**config.mk**
```make
export PLATFORM = sky130hd
export DESIGN_NAME = v3n_div_cell
export DESIGN_NICKNAME = d
export VERILOG_FILES = /design/src/design/v3n_pkg.sv /design/src/design/v3n_div_cell.sv
export SDC_FILE = /design/constraint.sdc
export NUM_CORES = 1
export LEC_CHECK = 0
export ABC_AREA = 1
export BUFFER_PORTS_ARGS = -buffer_cell sky130_fd_sc_hd__buf_2
export CAP_MARGIN = 10
export CORE_MARGIN = 1
export CORE_UTILIZATION = 54
export DETAILED_ROUTE_END_ITERATION = 10
export PLACE_DENSITY = 0.86
export SYNTH_ARGS = -nofsm -noshare
export SYNTH_HDL_FRONTEND = slang
export SYNTH_SLANG_ARGS = --single-unit
export TNS_END_PERCENT = 5
```
**constraint.sdc**
```tcl
create_clock -name clk_i -period 1.6 [get_ports clk_i]
set_clock_uncertainty 0.1 [all_clocks]
set_input_delay 0.4 -clock clk_i [delete_from_list [all_inputs] [get_ports clk_i]]
set_output_delay 0.4 -clock clk_i [all_outputs]
set_load 0.02 [all_outputs]
```
**src/design/v3n_pkg.sv**
```systemverilog
package v3n_pkg;

  localparam int unsigned CompW     = 16;
  localparam int unsigned UnitFracW = 14;
  localparam int unsigned LenW      = CompW;
  localparam int unsigned SumW      = 2 * CompW;
  localparam int unsigned RemW      = LenW + 2;
  localparam int unsigned SqrtSteps = SumW / 2;
  localparam int unsigned DivSteps  = UnitFracW + 1;
  localparam int unsigned UnitW     = UnitFracW + 2;

  typedef struct packed {
    logic [CompW-1:0] mag_x;
    logic [CompW-1:0] mag_y;
    logic [CompW-1:0] mag_z;
    logic [2:0]       neg;
    logic             zero;
  } vec_t;

  typedef struct packed {
    vec_t            vec;
    logic [SumW-1:0] n;
    logic [RemW-1:0] rem;
    logic [LenW-1:0] root;
  } sqrt_t;

  typedef struct packed {
    logic [LenW-1:0]     rem;
    logic [DivSteps-1:0] rest;
    logic [DivSteps-1:0] quo;
  } div_lane_t;

  typedef struct packed {
    div_lane_t [2:0] lane;
    logic [2:0]      neg;
    logic [LenW-1:0] len;
    logic            zero;
  } div_t;

endpackage

```
**src/design/v3n_div_cell.sv**
```systemverilog
module v3n_div_cell (
  input  logic           clk_i,
  input  logic           rst_ni,
  input  logic           adv_i,
  input  logic           valid_i,
  input  v3n_pkg::div_t  data_i,
  output logic           valid_o,
  output v3n_pkg::div_t  data_o
);

  logic [v3n_pkg::LenW:0] part [3];
  logic [v3n_pkg::LenW:0] diff [3];
  v3n_pkg::div_t          data_d, data_q;
  logic                   valid_q;

  always_comb begin
    data_d = data_i;
    for (int i = 0; i < 3; i++) begin
      part[i] = {data_i.lane[i].rem, data_i.lane[i].rest[v3n_pkg::DivSteps-1]};
      diff[i] = part[i] - {1'b0, data_i.len};
      data_d.lane[i].rest = {data_i.lane[i].rest[v3n_pkg::DivSteps-2:0], 1'b0};
      if (part[i] >= {1'b0, data_i.len}) begin
        data_d.lane[i].rem = diff[i][v3n_pkg::LenW-1:0];
        data_d.lane[i].quo = {data_i.lane[i].quo[v3n_pkg::DivSteps-2:0], 1'b1};
      end else begin
        data_d.lane[i].rem = part[i][v3n_pkg::LenW-1:0];
        data_d.lane[i].quo = {data_i.lane[i].quo[v3n_pkg::DivSteps-2:0], 1'b0};
      end
    end
  end

  always_ff @(posedge clk_i or negedge rst_ni) begin
    if (!rst_ni) begin
      valid_q <= 1'b0;
    end else if (adv_i) begin
      valid_q <= valid_i;
    end
  end

  always_ff @(posedge clk_i) begin
    if (adv_i) begin
      data_q <= data_d;
    end
  end

  assign valid_o = valid_q;
  assign data_o  = data_q;

endmodule
```
# == After elaboration in Yosys (flattened, before gate mapping) ==
# Cells that the tools add are included.
# totals
regBits,156
out_inout_bits,159
wordCells,25
# op_classes
n_addsub,3
n_lt_le_gt_ge,3
muxes,6
# ops
operator,n
$ge 17x16->1,3
$mux 16,3
$sub 16x16->16,3
$mux 1,3

# == Longest topological paths before layout ==
# logic_depth
depth_word,2
mapped_depth,14
ltp_nobuf,13

# == Worst setup path after synthesis ==
# Ideal clock, no wire load.
# synth_path
path_kind,input-to-reg
startpoint,input port data_i[12] (netlist name)
endpoint,register data_q (netlist bit data_o[146]) (data pin)
t_arrival_ns,1.673
setup_slack_ns,-0.426
stages,13
path_buffers,1
path_cell_list,inv_1 -> ha_1 -> nand2_2 -> inv_2 -> nand2_2 -> nor2_2 -> nand3_1 -> nand2_2 -> nor2_4 -> nand2_4 -> buf_8 -> nand2_1 -> nand2_1
# synth_lines
element,line_no,rtl
"start, declared",v3n_div_cell.sv:6,"input v3n_pkg::div_t data_i,"
"end signal, assigned",v3n_div_cell.sv:42,data_q <= data_d;
"end, declared",v3n_div_cell.sv:13,"v3n_pkg::div_t data_d, data_q;"

==> flow_metrics.env <==
export IMPL_grtUsageMet1_pct=36.4
export IMPL_vias=9260
export IMPL_cp_data_arrival_time_ns=2.15
export IMPL_coreArea_sq_mm=0.0159
export IMPL_drt_iter0_markers=895
export IMPL_pre_cts_ws_ns=-0.820
export IMPL_netlist_area_sq_mm=0.00883
export IMPL_die_x_um=130
export IMPL_startpoint_type="input pin"
export IMPL_nNetsFinal=1671
export IMPL_required_ns=1.67
export IMPL_dieArea_sq_mm=0.0169
export IMPL_hold_viol=0
export IMPL_cts_buffer_depth=2
export IMPL_gr_usage_met3_pct=8.86
export IMPL_cts_max_level=4
export IMPL_violations="setup timing"
export IMPL_p_total_uw=12900
export IMPL_fmax_mhz=483
export IMPL_drv_cap=0
export IMPL_internal_power_uw=8540
export IMPL_min_path_type="input pin to register"
export IMPL_synth_seq_cells=156
export IMPL_wire_per_inst_um=19.5
export IMPL_clk_latency_ns=0.42
export IMPL_period_minus_slack_ns=2.07
export IMPL_outcome="complete, but fails checks"
export IMPL_initial_core_util_pct=55.4
export IMPL_endpoint_kind="register"
export IMPL_p_comb_share_pct=30.0
export IMPL_yosysMostFrequentCell="nand2_1"
export IMPL_grt_busiest_layer="met2"
export IMPL_clkTransAtPathRegs_ns=0.07
export IMPL_grt_overflow=0
export IMPL_cp_top_family="simple AND/OR/NAND/NOR gates"
export IMPL_tritoncts="yes"
export IMPL_yosysWarnings=0
export IMPL_cp_common_cell="nand2_1"
export IMPL_pwr_share_clk_pct=30.4
export IMPL_multi_input_area_sq_mm=0.00410
export IMPL_p_sw_share_pct=33.7
export IMPL_syn_inst=970
export IMPL_slew_violations=0
export IMPL_synthTopCellsByArea="edfxtp_1, nand2_1, ha_1"
export IMPL_io_pins=321
export IMPL_fin_tns_setup_ns=-18.53
export IMPL_slowest_stage="ha_4"
export IMPL_first_pass_iters=6
export IMPL_drc=0
export IMPL_routed_via_density=5.49
export IMPL_period_share_pct=130
export IMPL_finalSetupViolCount=51
export IMPL_num_rows=46
export IMPL_ir_drop_mv=0.861
export IMPL_cts_inserted_buffers=17
export IMPL_finalWorstSetupSlack_ns=-0.472
export IMPL_syn_to_final_growth_pct=49.1
export IMPL_synth_top_area_cell="edfxtp_1"
export IMPL_place_detailed_hpwl_mm=21.7
export IMPL_leakage_uw=0.00673
export IMPL_utilization_pct=82.6
export IMPL_port_buffers=314
export IMPL_synth_top_cell_area_share_pct=52.7
export IMPL_cts_root_buf="clkbuf_16"
export IMPL_power_density_mw_per_mm2=978
export IMPL_slowest_delay_ns=0.29
export IMPL_power_frac_seq_pct=39.6
export IMPL_worst_path_buf_inv=4
export IMPL_grtUsageMet2_pct=60.2
export IMPL_grt_antenna_before_repair=1
export IMPL_rsz0062_at_grt="true"
export IMPL_die_h_um=130
export IMPL_nFillCells=884
export IMPL_grt_usage_pct=33.2
export IMPL_grt_pass1_vias=8057
export IMPL_path_cells="buf_4 -> clkinvlp_4 -> ha_4 -> buf_4 -> nand2_2 -> inv_1 -> a21oi_1 -> nand2_1 -> nand2_1 -> nand2_1 -> nand2_1 -> nand2_1 -> nand2_1 -> nand2_1"
export IMPL_crit_type="input pin to register"
export IMPL_globalplace_congestion=0.933
export IMPL_ys_async_sr_fraction_pct=0.641
export IMPL_p_sw_uw=4340
export IMPL_critPathMaxFanout=4
export IMPL_synth_ff_type="edfxtp_1"
export IMPL_grt_pass1_wl_mm=40.9
export IMPL_clock_sinks=156
export IMPL_register_area_sq_mm=0.00468
export IMPL_drive_above_1_share_pct=44.7
export IMPL_wl_mm=32.9
export IMPL_grt_max_degree=52
export IMPL_ys_top_cells_by_count="nand2_1, edfxtp_1, inv_1, nand3_1, ha_1"
export IMPL_yosysSeqAreaShare_pct=53.0
export IMPL_synth_edf_count=155
export IMPL_ant_nets=0
export IMPL_yosys_cell_types_count=36
export IMPL_syn_avg_cell_area_sq_um=9.11
[routing by layer]
layer,up-vias,part of all wire (%)
met1,4200,33
met3,212,11
met5,-,0.024
li1,4122,-
met2,724,50
met4,2,6.6
[metrics by stage]
| step | instance area (sq um) | hold slack (ns) | instances |
|---|---|---|---|
| floorplan | 8840 | 0.00441 | 972 |
| global placement | 11600 | 0.0922 | 1625 |
| detailed placement | 11600 | 0.0980 | 1625 |
| CTS | 12500 | 0.0373 | 1664 |
| global route | 13200 | 0.0310 | 1687 |
| finish | 13200 | 0.0381 | 1688 |
[cells by family after synthesis]
kind of cell,after synthesis,share of synthesized area [%]
xor+xnor,18,1.78
other cells,1,0.0424
fa+ha+maj,51,7.48
mux,1,0.127
compound gates,34,2.10
buf+inv,176,8.26
flops,156,53.0
simple gates,533,27.2
[path summary, 6_finish.rpt]
kind,start,end,slack (ns),cells after the start
worst max register to register,valid_o$_DFFE_PN0P_,valid_o$_DFFE_PN0P_,0.68,1
max in group asynchronous,rst_ni,valid_o$_DFFE_PN0P_,1.08,2
worst max-delay path,data_i[6],data_o[153]$_DFFE_PP_,-0.47,14
worst min register to register,valid_o$_DFFE_PN0P_,valid_o$_DFFE_PN0P_,0.50,1
worst min-delay path,data_i[120],data_o[121]$_DFFE_PP_,0.04,1
min in group asynchronous,rst_ni,valid_o$_DFFE_PN0P_,0.21,2
[registers in the layout, summed over array words and instances (netlist names)]
| register | count |
|---|---|
| data_o | 155 |
| valid_o | 1 |
[power groups by stage]
stage,logic [uW],registers [uW],clock network (uW)
2_1_floorplan,1280,5730,0
3_3_place_gp,3190,5170,0
6_report,3860,5110,3910
4_1_cts,3400,5100,3880
5_1_grt,4090,5140,4070
3_5_place_dp,3290,5180,0
[cell type report]
type / count / share of cell area [%]
diodes: 1 / 0.0190
clock buffers: 17 / 3.23
clock inverters: 15 / 0.988
inverters: 163 / 4.83
multi-input cells: 646 / 31.1
flip-flops and latches: 156 / 35.5
well taps: 216 / 2.05
repair buffers: 474 / 22.3
[layout by cell type, fill, tap and decap left out, drive strengths merged]
cell type | synthesis | routed
clkbuf | 0 | 18
nand3b | 9 | 9
nand4 | 12 | 12
conb | 1 | 3
buf | 13 | 472
nor3b | 1 | 1
nor3 | 8 | 8
edfxtp | 155 | 155
clkinv | 0 | 4
or2 | 1 | 1
nand3 | 85 | 85
o21a | 3 | 3
xnor2 | 3 | 3
nand2 | 380 | 386
nor4 | 1 | 1
diode | 0 | 1
dlygate4sd3 | 0 | 1
mux2 | 1 | 1
ha | 48 | 48
and2 | 2 | 2
and3 | 1 | 1
nor2 | 33 | 33
a21oi | 28 | 28
fa | 3 | 3
o21bai | 3 | 3
inv | 163 | 165
clkinvlp | 0 | 9
xor2 | 15 | 15
dfrtp | 1 | 1
[timing repair]
item,CTS,global route
hold buffers,1,0
setup endpoints to repair,51,51
resized for setup,36,95
buffers inserted,3,19
gates cloned,3,4
endpoints found under the hold margin,1,0
pin swaps,12,52
(Power assumes the default switching activity.)
