===== src/design/v3n_pkg.sv =====
package v3n_pkg;

  localparam int unsigned CompW     = 16;
  localparam int unsigned UnitFracW = 14;
  localparam int unsigned LenW      = CompW;
  localparam int unsigned SumW      = 2 * CompW;
  localparam int unsigned RemW      = LenW + 2;
  localparam int unsigned SqrtSteps = SumW / 2;
  localparam int unsigned DivSteps  = UnitFracW + 1;
  localparam int unsigned UnitW     = UnitFracW + 2;

  typedef struct packed {
    logic [CompW-1:0] mag_x;
    logic [CompW-1:0] mag_y;
    logic [CompW-1:0] mag_z;
    logic [2:0]       neg;
    logic             zero;
  } vec_t;

  typedef struct packed {
    vec_t            vec;
    logic [SumW-1:0] n;
    logic [RemW-1:0] rem;
    logic [LenW-1:0] root;
  } sqrt_t;

  typedef struct packed {
    logic [LenW-1:0]     rem;
    logic [DivSteps-1:0] rest;
    logic [DivSteps-1:0] quo;
  } div_lane_t;

  typedef struct packed {
    div_lane_t [2:0] lane;
    logic [2:0]      neg;
    logic [LenW-1:0] len;
    logic            zero;
  } div_t;

endpackage


===== src/design/v3n_sqrt_cell.sv =====
module v3n_sqrt_cell (
  input  logic            clk_i,
  input  logic            rst_ni,
  input  logic            adv_i,
  input  logic            valid_i,
  input  v3n_pkg::sqrt_t  data_i,
  output logic            valid_o,
  output v3n_pkg::sqrt_t  data_o
);

  logic [v3n_pkg::RemW+1:0] cat;
  logic [v3n_pkg::RemW+1:0] trial;
  logic [v3n_pkg::RemW+1:0] diff;
  v3n_pkg::sqrt_t           data_d, data_q;
  logic                     valid_q;

  always_comb begin
    cat    = {data_i.rem, data_i.n[v3n_pkg::SumW-1 -: 2]};
    trial  = {2'b00, data_i.root, 2'b01};
    diff   = cat - trial;
    data_d = data_i;
    data_d.n = {data_i.n[v3n_pkg::SumW-3:0], 2'b00};
    if (cat >= trial) begin
      data_d.rem  = diff[v3n_pkg::RemW-1:0];
      data_d.root = {data_i.root[v3n_pkg::LenW-2:0], 1'b1};
    end else begin
      data_d.rem  = cat[v3n_pkg::RemW-1:0];
      data_d.root = {data_i.root[v3n_pkg::LenW-2:0], 1'b0};
    end
  end

  always_ff @(posedge clk_i or negedge rst_ni) begin
    if (!rst_ni) begin
      valid_q <= 1'b0;
    end else if (adv_i) begin
      valid_q <= valid_i;
    end
  end

  always_ff @(posedge clk_i) begin
    if (adv_i) begin
      data_q <= data_d;
    end
  end

  assign valid_o = valid_q;
  assign data_o  = data_q;

endmodule


===== config.mk =====
export PLATFORM = sky130hd
export DESIGN_NAME = v3n_sqrt_cell
export DESIGN_NICKNAME = d
export VERILOG_FILES = /design/src/design/v3n_pkg.sv /design/src/design/v3n_sqrt_cell.sv
export SDC_FILE = /design/constraint.sdc
export NUM_CORES = 1
export LEC_CHECK = 0
export ABC_AREA = 0
export BUFFER_PORTS_ARGS = -buffer_cell sky130_fd_sc_hd__buf_4
export CAP_MARGIN = 15
export CORE_MARGIN = 3
export CORE_UTILIZATION = 49
export DETAILED_ROUTE_END_ITERATION = 8
export GPL_ROUTABILITY_DRIVEN = 0
export PLACE_DENSITY = 0.85
export SLEW_MARGIN = 0
export SYNTH_ARGS = -nofsm -noshare
export SYNTH_HDL_FRONTEND = slang
export SYNTH_SLANG_ARGS = --single-unit

===== constraint.sdc =====
create_clock -name clk_i -period 1.1 [get_ports clk_i]
set_clock_uncertainty 0.05 [all_clocks]
set_input_delay 0.22 -clock clk_i [delete_from_list [all_inputs] [get_ports clk_i]]
set_output_delay 0.22 -clock clk_i [all_outputs]
set_load 0.01 [all_outputs]

==> results of run 1 <==
stage by stage:
stage	util	instances
3_5_place_dp	0.7985	708
3_3_place_gp	0.7985	708
2_1_floorplan	-	285
cells in the mapped netlist, types with 2 or more instances:
library cell  count  share of area
a21o_1            2         0.0032
a21oi_1          15          0.016
mux2i_1           3         0.0063
buf_4             2         0.0032
xor2_1            4         0.0074
a31oi_1           3         0.0040
edfxtp_1        116           0.74
a211oi_1          3         0.0048
ha_1             18          0.048
xnor2_1          10          0.018
inv_1            20          0.016
nor2_1           11         0.0087
nand2b_1          3         0.0040
nand4_1           2         0.0026
mux2_1            2         0.0048
nor3_1            6         0.0063
o21ai_0           2         0.0021
o21ai_2           2         0.0037
nand3_1           5         0.0053
nand2_1          12         0.0095
mux2_2           14          0.033
o21a_1            6         0.0095
buf_2             2         0.0021
cell families after synthesis:
kind of cell | Yosys count | synth area share
DFF | 117 | 0.7408
and+or+nand+nor | 46 | 0.04730
AOI/OAI and AO/OA | 43 | 0.06896
buffers and inverters | 26 | 0.02430
muxes | 19 | 0.04439
adders and majority gates | 18 | 0.04756
xor gates and xnor gates | 14 | 0.02589
other | 1 | 0.0007918
==> impl_metrics.json, run 1 <==
{
  "cts_buffer_depth": 2,
  "numCtsBuffers": 17,
  "postCtsSetupRepairBufs": 6,
  "syn_area_um2": 4736,
  "ys_ff_latch": 117,
  "htree_num_levels": 4,
  "status": "stopped before the end",
  "synth_cell_types": 44,
  "synthCells": 284,
  "initial_utilization": 0.5077,
  "postSynth.asyncResetShare": 0.008547,
  "syn_avg_cell_area_um2": 16.68,
  "synthFlopType": "edfxtp_1",
  "synth_edf_count": 116,
  "place_area_um2": 7448,
  "dp_slack_ns": -1.161,
  "yosysSeqAreaShare": 0.7408,
  "rows": 35,
  "die_x_um": 104.3,
  "ctsRootBufferMaster": "clkbuf_8",
  "cts.sinks": 117,
  "pin_count": 241,
  "error": "[ERROR DPL-0038] Utilization greater than 100%, impossible to legalize",
  "synth-warning-count": 0,
  "hold_buffers": 113,
  "post-dp-hpwl_um": 11220,
  "io_buffers": 238,
  "dieHeight_um": 104.3,
  "cts_resized": 120,
  "lastStage": "clock tree synthesis"
}
==> inputs of run 2 (changes only) <==
--- a/config.mk
+++ b/config.mk
@@ -9,10 +9,10 @@
 export BUFFER_PORTS_ARGS = -buffer_cell sky130_fd_sc_hd__buf_4
 export CAP_MARGIN = 15
 export CORE_MARGIN = 3
-export CORE_UTILIZATION = 49
+export CORE_UTILIZATION = 40
 export DETAILED_ROUTE_END_ITERATION = 8
 export GPL_ROUTABILITY_DRIVEN = 0
-export PLACE_DENSITY = 0.85
+export PLACE_DENSITY_LB_ADDON = 0.15
 export SLEW_MARGIN = 0
 export SYNTH_ARGS = -nofsm -noshare
 export SYNTH_HDL_FRONTEND = slang
==> run 2 against run 1 <==
Effect of this change: the flow now finishes, with violations (setup timing); synthesized cell count unchanged; synthesized area unchanged.
==> impl_metrics.json, run 2 <==
{
  "status": "finished with violations",
  "violations": "setup timing",
  "cts.sinks": 117,
  "ys_ff_latch": 117,
  "required_ns": 1.21,
  "worstSetupPathType": "input pin to register",
  "setup_viol": 136,
  "initial_utilization": 0.4112,
  "p_switching_w": 0.003471,
  "timing.fmax_mhz": 554.3,
  "slowest_delay_ns": 0.35,
  "numCtsBuffers": 17,
  "drive_gt1_frac": 0.5506,
  "leakagePower_nw": 4.144,
  "holdWs_ns": 0.02928,
  "syn_area_um2": 4736,
  "crit_fanout": 5,
  "synth-warning-count": 0,
  "pin_count": 241,
  "fillCellCount": 563,
  "cp.buffers_inverters": 2,
  "yosysSeqAreaShare": 0.7408,
  "post-synth-top-area-cell": "edfxtp_1",
  "grt_overflow": 0,
  "cp_cell_sequence": "buf_8 -> inv_6 -> ha_4 -> nor2_4 -> o31a_1 -> o21ai_4 -> a41oi_4 -> nor2b_4 -> xnor2_2 -> mux2_4",
  "report.power.total_w": 0.01436,
  "netlist_top_cells_count": "116 x edfxtp_1, 20 x inv_1, 18 x ha_1, 15 x a21oi_1, 14 x mux2_2",
  "core_area_um2": 11520,
  "fin_cells": 856,
  "nets": 840,
  "viasPerCell": 4.838,
  "routed_wl_um": 17670,
  "dp.cells": 717,
  "setup.worst_path.end_class": "register",
  "final_cell_mix": "169 x buf_4, 124 x buf_6, 116 x edfxtp_1, 99 x dlygate4sd3_1, 17 x clkbuf_16",
  "combinationalPowerShare": 0.226,
  "final_common_cell": "buf_4",
  "fin_crit_sh": 1.640,
  "synth_edf_count": 116,
  "first_global_vias": 4350,
  "syn_avg_cell_area_um2": 16.68,
  "die_x_um": 114.8,
  "rows": 39,
  "synth_cell_types": 44,
  "cts_buffer_depth": 2,
  "vias": 4141,
  "dieArea_um2": 13180,
  "cts_tree": "yes",
  "dieHeight_um": 114.8,
  "tns_ns": -24.91,
  "synthFlopType": "edfxtp_1",
  "crit_arrival_ns": 1.91,
  "synthMostInstantiatedCell": "edfxtp_1",
  "p_per_area_nw_per_um2": 1488,
  "postSynth.asyncResetShare": 0.008547,
  "ctsRootBufferMaster": "clkbuf_16",
  "antenna_left": 0,
  "clk_pin_slew_ns": 0.05,
  "cap_violations": 0,
  "antenna_found_initial": 1,
  "cpLargestDelayFamily": "compound AO/OA/AOI/OAI gates",
  "seqPwrFrac": 0.392,
  "ys_top_cells_by_area": "edfxtp_1 74%, ha_1 4.8%, mux2_2 3.3%",
  "synthCells": 284,
  "p_clk_frac": 0.382,
  "min_period_ns": 1.804,
  "slew_violations": 0,
  "grt_pass1_wl_um": 23900,
  "hold_violations": 0,
  "htree_num_levels": 4,
  "drc": 0,
  "io_buffers": 238,
  "drt-wirelength-per-cell_um": 20.65,
  "largest_register_ffs": 116,
  "post-dp-hpwl_um": 10350,
  "clock_latency_ns": 0.40,
  "synth_top_area_frac": 0.7355,
  "cp_slowest_cell": "o31a_1",
  "p_int_w": 0.01089,
  "grt_max_degree": 62,
  "swShare": 0.2416,
  "rsz0062_at_grt": "yes",
  "grt_usage": 0.2468,
  "detail_route.iter0.violations": 260,
  "dr.pass1.iters": 4,
  "fin_ws_ns": -0.7041,
  "ir_drop_mv": 1.059,
  "start_kind": "input pin",
  "syn_to_final_growth_pct": 103.8,
  "min_path_type": "input pin to register"
}
## run 2: path summary, 6_finish.rpt
check | start | end | slack, ns | cells past startpoint
worst max-delay path | data_i[0] | data_o[29] | -0.70 | 10
worst min-delay path | adv_i | data_o[30] | 0.03 | 1
worst max register to register | valid_o | valid_o | 0.30 | 1
worst min register to register | valid_o | valid_o | 0.48 | 1
max in group asynchronous | rst_ni | valid_o | 0.84 | 2
min in group asynchronous | rst_ni | valid_o | 0.08 | 2
## run 2: what timing repair did
action / CTS / global route
buffers inserted: 8 / 1
pin swaps: 11 / 10
endpoints found under the setup margin: 136 / 136
hold buffers: 99 / 0
endpoints found under the hold margin: 99 / 0
resized for setup: 103 / 49
## run 2: cell families after synthesis
logic type      count (synthesis)  synth area share
compound gates                 43           0.06896
xor+xnor                       14           0.02589
fa+ha+maj                      18           0.04756
buf+inv                        26           0.02430
flops                         117            0.7408
mux                            19           0.04439
other cells                     1         0.0007918
simple gates                   46           0.04730
## run 2: power by group through the flow
stage	Sequential [W]	Combinational (W)	Clock [W]
floorplan	0.00582	0.000820	0
detailed placement	0.00560	0.00253	0
global route	0.00566	0.00344	0.00576
global placement	0.00558	0.00248	0
finish	0.00563	0.00325	0.00548
CTS	0.00557	0.00308	0.00541
## run 2: per-layer routing
layer	track usage	vias up	part of all wire
met5	0	-	0
met2	0.4544	182	0.56
met4	0.07825	0	0.016
li1	-	1919	-
met1	0.2724	2020	0.35
met3	0.07474	20	0.072
## run 2: stage by stage
step / setup WS (ns) / util / cell area, um2
finish: -0.7041 / 0.8380 / 9651
global route: -0.7682 / 0.8380 / 9651
CTS: -0.6627 / 0.8207 / 9452
detailed placement: -1.194 / 0.6472 / 7453
global placement: -1.124 / 0.6472 / 7453
floorplan: -0.9966 / - / 5035
## run 2: cell type report
| class | count | area (um2) | share of cell area |
|---|---|---|---|
| timing repair buffer | 402 | 3841 | 0.3980 |
| sequential | 117 | 3508 | 0.3635 |
| multi-input combinational | 142 | 1456 | 0.1509 |
| clock buffer | 19 | 432.9 | 0.04486 |
| tap | 143 | 178.9 | 0.01854 |
| clock inverter | 12 | 137.6 | 0.01426 |
| inverter | 20 | 92.59 | 0.009594 |
| antenna | 1 | 2.502 | 0.0002593 |
No activity file was read; power rests on OpenSTA's default activity.
==> inputs of run 3 (changes only) <==
--- a/config.mk
+++ b/config.mk
@@ -10,9 +10,10 @@
 export CAP_MARGIN = 15
 export CORE_MARGIN = 3
 export CORE_UTILIZATION = 40
+export CTS_BUF_LIST = sky130_fd_sc_hd__clkbuf_4 sky130_fd_sc_hd__clkbuf_8 sky130_fd_sc_hd__clkbuf_16
 export DETAILED_ROUTE_END_ITERATION = 8
 export GPL_ROUTABILITY_DRIVEN = 0
-export PLACE_DENSITY_LB_ADDON = 0.15
+export PLACE_DENSITY_LB_ADDON = 0.05
 export SLEW_MARGIN = 0
 export SYNTH_ARGS = -nofsm -noshare
 export SYNTH_HDL_FRONTEND = slang
==> run 3 against run 2 <==
Effect of this change: the flow still finishes with violations (setup timing); clock power is 2% higher; sequential share of layout area is 0.066 points higher; final area is 0.18% lower; first-iteration DRC count is 12% lower; clock-buffer cell count is 2 higher; worst setup slack worse by 0.019 ns; core utilization is 0.15 points lower; combinational power is 1% lower; sequential power hardly changed; critical path depth is 1 higher; maximum frequency is 1.0% lower; cell count is 0.58% higher; largest cell class unchanged; largest power group unchanged.
==> impl_metrics.json, run 3 (same netlist as run 2, synthesis figures left out) <==
{
  "status": "finished with violations",
  "violations": "setup timing",
  "min_period_ns": 1.823,
  "dieArea_um2": 13180,
  "rows": 39,
  "largest_register_ffs": 116,
  "met1_usage": 0.2667,
  "place_area_um2": 7486,
  "fillCellCount": 577,
  "min_path_type": "input pin to register",
  "drc": 0,
  "worstSetupPathType": "input pin to register",
  "grt_pass1_wl_um": 23880,
  "cpLargestDelayFamily": "compound AO/OA/AOI/OAI gates",
  "dieHeight_um": 114.8,
  "nets": 845,
  "clock_latency_ns": 0.40,
  "path_depth": 11,
  "cts.sinks": 117,
  "cts_tree": "yes",
  "cap_violations": 0,
  "required_ns": 1.21,
  "r2r-end": "valid_o",
  "numCtsBuffers": 17,
  "p_per_area_nw_per_um2": 1495,
  "crit_fanout": 4,
  "cp_slowest_cell": "o31a_1",
  "crit_arrival_ns": 1.93,
  "grt_usage": 0.2437,
  "drive_gt1_frac": 0.5543,
  "regToRegSetupSlack_ns": 0.29,
  "rsz0062_at_grt": "yes",
  "leakagePower_nw": 4.186,
  "initial_utilization": 0.4112,
  "detail_route.iter0.violations": 229,
  "syn_to_final_growth_pct": 103.4,
  "busiest_layer": "met2",
  "pin_count": 241,
  "final_area_um2": 9633,
  "fin_crit_sh": 1.658,
  "clk_pin_slew_ns": 0.05,
  "grt_overflow": 0,
  "core_area_um2": 11520,
  "fin_ws_ns": -0.7233,
  "cp.buffers_inverters": 3,
  "viasPerCell": 4.713,
  "antenna_left": 0,
  "slowest_delay_ns": 0.29,
  "dp_slack_ns": -1.159,
  "hold_violations": 0,
  "antenna_found_initial": 0,
  "slew_violations": 0,
  "first_global_vias": 4280,
  "timing.fmax_mhz": 548.5,
  "final_cell_mix": "187 x buf_4, 116 x edfxtp_1, 114 x buf_6, 98 x dlygate4sd3_1, 18 x clkbuf_16",
  "ir_drop_mv": 0.7858,
  "setup_viol": 136,
  "setup.worst_path.end_class": "register",
  "start_kind": "input pin",
  "die_x_um": 114.8,
  "ctsRootBufferMaster": "clkbuf_16",
  "routed_wl_um": 16770,
  "final_util": 0.8365,
  "crit_end": "data_o[29]",
  "hold_depth": 2,
  "dr.pass1.iters": 4,
  "final_common_cell": "buf_4",
  "timing.rr.start": "valid_o",
  "rr_worst_depth": 1,
  "use_met3": 0.06421,
  "cp_cell_sequence": "buf_6 -> inv_4 -> ha_4 -> buf_4 -> nand2_2 -> o31a_1 -> o21ai_4 -> a41oi_4 -> nor2b_1 -> xnor2_1 -> mux2_4",
  "use_met2": 0.4509,
  "diodes": 0,
  "cts_buffer_depth": 2,
  "post-dp-hpwl_um": 9857,
  "grt_max_degree": 53,
  "io_buffers": 238,
  "drt-wirelength-per-cell_um": 19.48,
  "htree_num_levels": 4,
  "critPathLaunch": "data_i[1]",
  "vias": 4058
}
==> run 3: cell types whose count changed in the layout (fill, tap and decap cells not counted), moves of 2 or more <==
cell      delta
buf_4       +18
buf_6       -10
buf_8        -2
clkbuf_1     -2
clkbuf_4     +4
inv_2        +2
mux2_2       -7
mux2_4       +7
==> run 3: layout make-up <==
type | instances | area, um2 | share of cell area
Clock inverter | 11 | 133.9 | 0.01390
Sequential cell | 117 | 3508 | 0.3642
Tap cell | 143 | 178.9 | 0.01857
Clock buffer | 21 | 455.4 | 0.04728
Inverter | 20 | 85.08 | 0.008832
Multi-Input combinational cell | 142 | 1443 | 0.1498
Timing Repair Buffer | 407 | 3829 | 0.3975
==> run 3: metal layers <==
metal,part of all wire,wire (um),vias to the layer above
met3,0.071,1191,21
li1,-,-,1924
met4,0.017,288,0
met2,0.55,9192,162
met1,0.36,6100,1951
met5,0,0,-
==> run 3: worst min path at each step <==
stage / from / slack [ns] / to
floorplan: rst_ni / -0.13 / valid_o
global placement: rst_ni / -0.05 / valid_o
detailed placement: rst_ni / -0.05 / valid_o
CTS: data_i[5] / 0.02 / data_o[6]
global route: data_i[5] / 0.03 / data_o[6]
finish: data_i[5] / 0.04 / data_o[6]
==> run 3: what timing repair did <==
item | CTS | global route
cloned | 1 | 0
endpoints found under the hold margin | 98 | 0
hold buffers | 98 | 0
buffers inserted | 6 | 1
pin swaps | 12 | 6
endpoints found under the setup margin | 136 | 136
resized for setup | 94 | 42
==> run 3: power by group <==
group | internal (W) | switching [W]
registers | 0.00541 | 0.000213
logic | 0.00198 | 0.00123
clock network | 0.00363 | 0.00194
total | 0.0110 | 0.00339
==> run 3: stage by stage <==
step | TNS, ns | instances | power (W) | hold WS, ns
after floorplan | -16.72 | 285 | 0.006636 | -0.1256
after global placement | -19.68 | 723 | 0.008074 | -0.05400
after detailed placement | -20.80 | 723 | 0.008115 | -0.05274
after CTS | -25.57 | 860 | 0.01422 | 0.01949
after global routing | -30.04 | 861 | 0.01490 | 0.02856
final | -24.62 | 861 | 0.01440 | 0.03889
